[src/design/qxmm_pkg.sv]
// ----------------------------------------------------------------------------
// qxmm_pkg: shared types and constants of the quad X motor mixer
// Fixed-point widths, register indexes and the side-band struct that travels
// alongside the scale dividers.
// ----------------------------------------------------------------------------
package qxmm_pkg;

    // Q format
    localparam int FRAC_BITS = 16;

    // port widths
    localparam int IN_W   = 18;
    localparam int OUT_W  = 17;
    localparam int MIN_W  = 16;
    localparam int MAX_W  = 17;
    localparam int ADDR_W = 3;
    localparam int DATA_W = 32;

    // 1.0 in Q16
    localparam logic [OUT_W-1:0] ONE = OUT_W'(2 ** FRAC_BITS);

    // internal widths
    localparam int DEV_W = 20;   // +-r +-p +-y
    localparam int NUM_W = 18;   // limit minus throttle
    localparam int DVS_W = 19;   // divisor magnitude
    localparam int DVD_W = 34;   // dividend magnitude, padded to even
    localparam int QUO_W = 34;   // signed scale
    localparam int E1_W  = 40;   // deviation after the upper scaling
    localparam int E2_W  = 49;   // deviation after the lower scaling
    localparam int P_W   = 64;   // wrapping product of the lower scaling

    // divider: two quotient bits per stage, plus entry and exit stages
    localparam int DIV_STEPS = DVD_W / 2;
    localparam int DIV_LAT   = DIV_STEPS + 2;

    // register indexes (paddr[2])
    localparam logic REG_MIN_LIMIT = 1'b0;
    localparam logic REG_MAX_LIMIT = 1'b1;

    // data that rides along with an item while its scales are divided
    typedef struct packed {
        logic                       flag_hi;
        logic                       flag_lo;
        logic [OUT_W-1:0]           t;
        logic [3:0][DEV_W-1:0]      dev;
    } side_t;

endpackage

[src/design/qxmm_div.sv]
// ----------------------------------------------------------------------------
// qxmm_div: pipelined scale divider
// Computes (num * 2^FRAC_BITS) / den, truncated toward zero, two restoring
// steps per stage. A zero divisor yields zero. One item may enter each cycle.
// ----------------------------------------------------------------------------
module qxmm_div (
    input  logic                                  clk,
    input  logic                                  rst_n,
    input  logic                                  in_valid,
    input  logic signed [qxmm_pkg::NUM_W-1:0]     num,
    input  logic signed [qxmm_pkg::DEV_W-1:0]     den,
    output logic                                  out_valid,
    output logic signed [qxmm_pkg::QUO_W-1:0]     quo
);
    import qxmm_pkg::*;

    logic             valid_reg [DIV_STEPS+1];
    logic [DVS_W-1:0] rem_reg   [DIV_STEPS+1];
    logic [DVD_W-1:0] dvd_reg   [DIV_STEPS+1];
    logic [DVS_W-1:0] dvs_reg   [DIV_STEPS+1];
    logic             neg_reg   [DIV_STEPS+1];
    logic             zero_reg  [DIV_STEPS+1];

    logic                    out_valid_reg;
    logic signed [QUO_W-1:0] quo_reg;

    logic [NUM_W-1:0] num_mag;
    logic [DEV_W-1:0] den_mag;

    // entry: magnitudes and sign of the quotient
    assign num_mag = num[NUM_W-1] ? NUM_W'(-num) : NUM_W'(num);
    assign den_mag = den[DEV_W-1] ? DEV_W'(-den) : DEV_W'(den);

    always_ff @(posedge clk or negedge rst_n)
    begin
        if (!rst_n)
        begin
            valid_reg[0] <= 1'b0;
        end
        else
        begin
            valid_reg[0] <= in_valid;
        end
    end

    always_ff @(posedge clk)
    begin
        rem_reg[0]  <= '0;
        dvd_reg[0]  <= DVD_W'(num_mag) << FRAC_BITS;
        dvs_reg[0]  <= den_mag[DVS_W-1:0];
        neg_reg[0]  <= num[NUM_W-1] ^ den[DEV_W-1];
        zero_reg[0] <= (den == '0);
    end

    // restoring steps; quotient bits shift in as dividend bits shift out
    for (genvar g = 0; g < DIV_STEPS; g++)
    begin : g_step
        logic [DVS_W-1:0] rem_next;
        logic [DVD_W-1:0] dvd_next;

        always_comb
        begin : step_calc
            logic [DVS_W:0]   trial;
            logic [DVS_W-1:0] rem;
            logic [DVD_W-1:0] dvd;
            rem = rem_reg[g];
            dvd = dvd_reg[g];
            for (int b = 0; b < 2; b++)
            begin
                trial = {rem, dvd[DVD_W-1]};
                dvd   = {dvd[DVD_W-2:0], 1'b0};
                if (trial >= {1'b0, dvs_reg[g]})
                begin
                    rem    = DVS_W'(trial - {1'b0, dvs_reg[g]});
                    dvd[0] = 1'b1;
                end
                else
                begin
                    rem = trial[DVS_W-1:0];
                end
            end
            rem_next = rem;
            dvd_next = dvd;
        end

        always_ff @(posedge clk or negedge rst_n)
        begin
            if (!rst_n)
            begin
                valid_reg[g+1] <= 1'b0;
            end
            else
            begin
                valid_reg[g+1] <= valid_reg[g];
            end
        end

        always_ff @(posedge clk)
        begin
            rem_reg[g+1]  <= rem_next;
            dvd_reg[g+1]  <= dvd_next;
            dvs_reg[g+1]  <= dvs_reg[g];
            neg_reg[g+1]  <= neg_reg[g];
            zero_reg[g+1] <= zero_reg[g];
        end
    end

    // exit: apply sign, force zero on a zero divisor
    always_ff @(posedge clk or negedge rst_n)
    begin
        if (!rst_n)
        begin
            out_valid_reg <= 1'b0;
        end
        else
        begin
            out_valid_reg <= valid_reg[DIV_STEPS];
        end
    end

    always_ff @(posedge clk)
    begin
        if (zero_reg[DIV_STEPS])
        begin
            quo_reg <= '0;
        end
        else if (neg_reg[DIV_STEPS])
        begin
            quo_reg <= -$signed(dvd_reg[DIV_STEPS]);
        end
        else
        begin
            quo_reg <= $signed(dvd_reg[DIV_STEPS]);
        end
    end

    assign out_valid = out_valid_reg;
    assign quo       = quo_reg;

endmodule

[config.mk]
export PLATFORM = sky130hd
export DESIGN_NAME = qxmm_div
export DESIGN_NICKNAME = d
export VERILOG_FILES = /design/src/design/qxmm_pkg.sv /design/src/design/qxmm_div.sv
export SDC_FILE = /design/constraint.sdc
export NUM_CORES = 2
export LEC_CHECK = 0
export BUFFER_PORTS_ARGS = -buffer_cell sky130_fd_sc_hd__buf_2
export CORE_MARGIN = 2
export CORE_UTILIZATION = 53
export CTS_CLUSTER_SIZE = 20
export DETAILED_ROUTE_END_ITERATION = 10
export GPL_TIMING_DRIVEN = 0
export PLACE_DENSITY = 0.69
export SLEW_MARGIN = 10
export SYNTH_ARGS = -nofsm -noshare
export SYNTH_HDL_FRONTEND = slang
export SYNTH_SLANG_ARGS = --single-unit
[constraint.sdc]
create_clock -name clk -period 8 [get_ports clk]
set_input_delay 1.2 -clock clk [delete_from_list [all_inputs] [get_ports clk]]
set_output_delay 1.2 -clock clk [all_outputs]
set_load 0.02 [all_outputs]
==> results.json <==
{
  "fin_crit_sh": 0.9115,
  "cts.path.max_buffers": 3,
  "drc": 0,
  "worst_setup_path_end_kind": "register",
  "status": "complete, no violations",
  "dr.first_iter.drc_count": 2905,
  "antenna_found_initial": 6,
  "synth_area_leaders": "dfxtp_1, ha_1, mux2_2, xnor2_1, a21oi_1",
  "synth_common_cells": "dfxtp_1, ha_1, inv_1",
  "syn_area_um2": 59950,
  "dpl.hpwl_um": 112000,
  "holdBufCountCts": 0,
  "yosys.cell_count.top_type": "dfxtp_1",
  "worst_hold_slack_ns": 0.2985,
  "grt_pass1_vias": 43980,
  "tns_ns": 0,
  "async_flop_share": 0.01709,
  "numCtsBuffers": 116,
  "fin_crit_ns": 7.292,
  "final_nets": 7328,
  "irDropWorstVdd_uv": 301.4,
  "syn_to_final_growth_pct": 10.63,
  "dpl_cell_area_um2": 62200,
  "cts_tree": "done",
  "cp.required_ns": 8.57,
  "synth_top_area_frac": 0.3650,
  "post_cts_buffers": 0,
  "cts_resized": 0,
  "crit_buf_inv": 6,
  "fp.coreArea_um2": 112300,
  "yosys.area.top_type": "dfxtp_1",
  "path_cells": "inv_1 > fa_1 > a21o_1 > o2bb2ai_1 > o311ai_2 > o22ai_1 > o21a_1 > o41ai_2 > inv_1 > buf_2 > buf_2 > a21oi_1 > ha_1 > a21o_1 > a21o_1 > a2111oi_0 > a211oi_1 > nor2_1 > a211o_1 > nor3b_1 > buf_4 > buf_4 > mux2_2",
  "setup_slack_ns": 0.7081,
  "fin_worst_skew_ns": 0.03597,
  "ys_seq_elements": 1112,
  "fin_cells": 8242,
  "worst_pin_slew_ns": 1.068,
  "core.rowCount": 123,
  "min_path_type": "reg -> reg",
  "synth_cell_types": 97,
  "crit_path_max_fanout": 10,
  "initial_core_util": 0.5336,
  "synth.yosys.seq_area_share": 0.3729,
  "grt.overflow.total": 0,
  "rsz0062_at_grt": "false",
  "p_leak_nw": 30.43,
  "largest_reg_flops": 396,
  "hold_viol": 0,
  "synth_nets": 7136,
  "yosysWarnings": 0,
  "maxSlewHeadroom": 0.2863,
  "insertion_delay_ns": 0.72,
  "place.port_buffers": 74,
  "cp_slowest_cell": "o41ai_2",
  "synth_edf_count": 0,
  "cpMostUsedCell": "a21o_1",
  "worstPathArrival_ns": 7.87,
  "cts_sinks": 1112,
  "max_stage_delay_ns": 0.68,
  "synth.avg_cell_area_um2": 9.299,
  "pin_count": 76,
  "preCtsSetupSlack_ns": 0.7700,
  "finalSetupViolations": 0,
  "cp-start-kind": "register",
  "critical-path-top-delay-family": "compound AO/OA/AOI/OAI gates",
  "gp_congestion": 0.9433,
  "syn_inst": 6447,
  "max_freq_mhz": 137.1,
  "maxSlewViolCount": 0,
  "cts_root_buffer": "clkbuf_16",
  "fillCellCount": 9828,
  "die_area_um2": 115800,
  "critical_path_class": "reg -> reg",
  "post_drt_wl_per_cell_um": 17.00,
  "power_density_nw_per_um2": 499.9,
  "grt_max_degree": 20,
  "drtAntennaViolNets": 0,
  "cap_violations": 0,
  "clk_pin_slew_ns": 0.06,
  "drt-pass1-iter-count": 6,
  "wl_um": 140100,
  "die_h_um": 340.3,
  "drive_gt1_frac": 0.1119,
  "grt_pass1_wl_um": 224500,
  "stdcell_area_um2": 66320,
  "ys.flop_type": "dfxtp_1",
  "via_count": 46090,
  "die_w_um": 340.3,
  "h-tree-depth": 3,
  "vias_per_cell": 5.593,
  "grtUsageTotal": 0.2354,
  "dp.cells": 8021
}
-- area by class of cell --
| type | count | area, um2 | share of cell area |
|---|---|---|---|
| multi-input cells | 4716 | 35210 | 0.5309 |
| flip-flops and latches | 1112 | 22360 | 0.3371 |
| clock buffers | 150 | 3252 | 0.04903 |
| inverters | 519 | 1948 | 0.02937 |
| well taps | 1500 | 1877 | 0.02830 |
| clock inverters | 67 | 858.3 | 0.01294 |
| plain buffers | 100 | 442.9 | 0.006678 |
| repair buffers | 74 | 370.4 | 0.005584 |
| diodes | 4 | 10.01 | 0.0001509 |
-- through the flow --
step	utilization	total power [mW]
detailed placement	0.5536	27.33
global route	0.5903	35.80
CTS	0.5902	33.17
finish	0.5904	33.16
floorplan	-	23.39
global placement	0.5536	27.01
-- worst paths after layout --
kind,startpoint,end,slack [ns],cells past startpoint
worst max-delay path,dvs_reg[11][0],rem_reg[12][16],0.71,23
worst min-delay path,dvd_reg[14][6],dvd_reg[15][8],0.30,0
worst max register to register,dvs_reg[11][0],rem_reg[12][16],0.71,23
worst min register to register,dvd_reg[14][6],dvd_reg[15][8],0.30,0
max in group asynchronous,rst_n,valid_reg[14],7.27,1
min in group asynchronous,rst_n,valid_reg[0],0.43,1
-- cell families after synthesis --
family / count (synthesis) / synth area share
AND/OR/NAND/NOR: 1602 / 0.1293
AO/OA/AOI/OAI: 1578 / 0.1737
flip-flops: 1112 / 0.3729
adder cells (fa/ha/maj): 648 / 0.1384
buffers and inverters: 619 / 0.03988
XOR/XNOR: 512 / 0.07480
multiplexers: 376 / 0.07105
-- routing by layer --
layer  GRT usage  vias up  share of wire
met5           0        -              0
met4     0.07204        0          0.026
met3     0.02782      208          0.048
met2      0.3802     1088           0.45
met1      0.3290    21460           0.48
li1            -    23340              -
-- power breakdown --
group          total [mW]  internal, mW  switching (mW)
Clock                5.60          3.29            2.31
Sequential           7.54          6.86           0.681
Combinational        20.0          9.50            10.5
Total                33.2          19.7            13.5
-- cells in the final DEF, fill, tap and decap left out, drive strengths merged, types with 30 or more instances in the layout --
cell / instances
a2111oi: 30
a211oi: 57
a21o: 179
a21oi: 404
a31oi: 59
and2: 32
and3: 52
buf: 109
clkbuf: 215
dfxtp: 1093
ha: 623
inv: 529
mux2: 342
mux2i: 34
nand2: 400
nand2b: 61
nand3: 110
nand4: 73
nor2: 436
nor2b: 89
nor3: 138
o21a: 111
o21ai: 356
o21bai: 51
o31ai: 60
or2: 50
or3: 60
xnor2: 347
xor2: 165
Note: power is estimated with default switching activity, not from simulation.
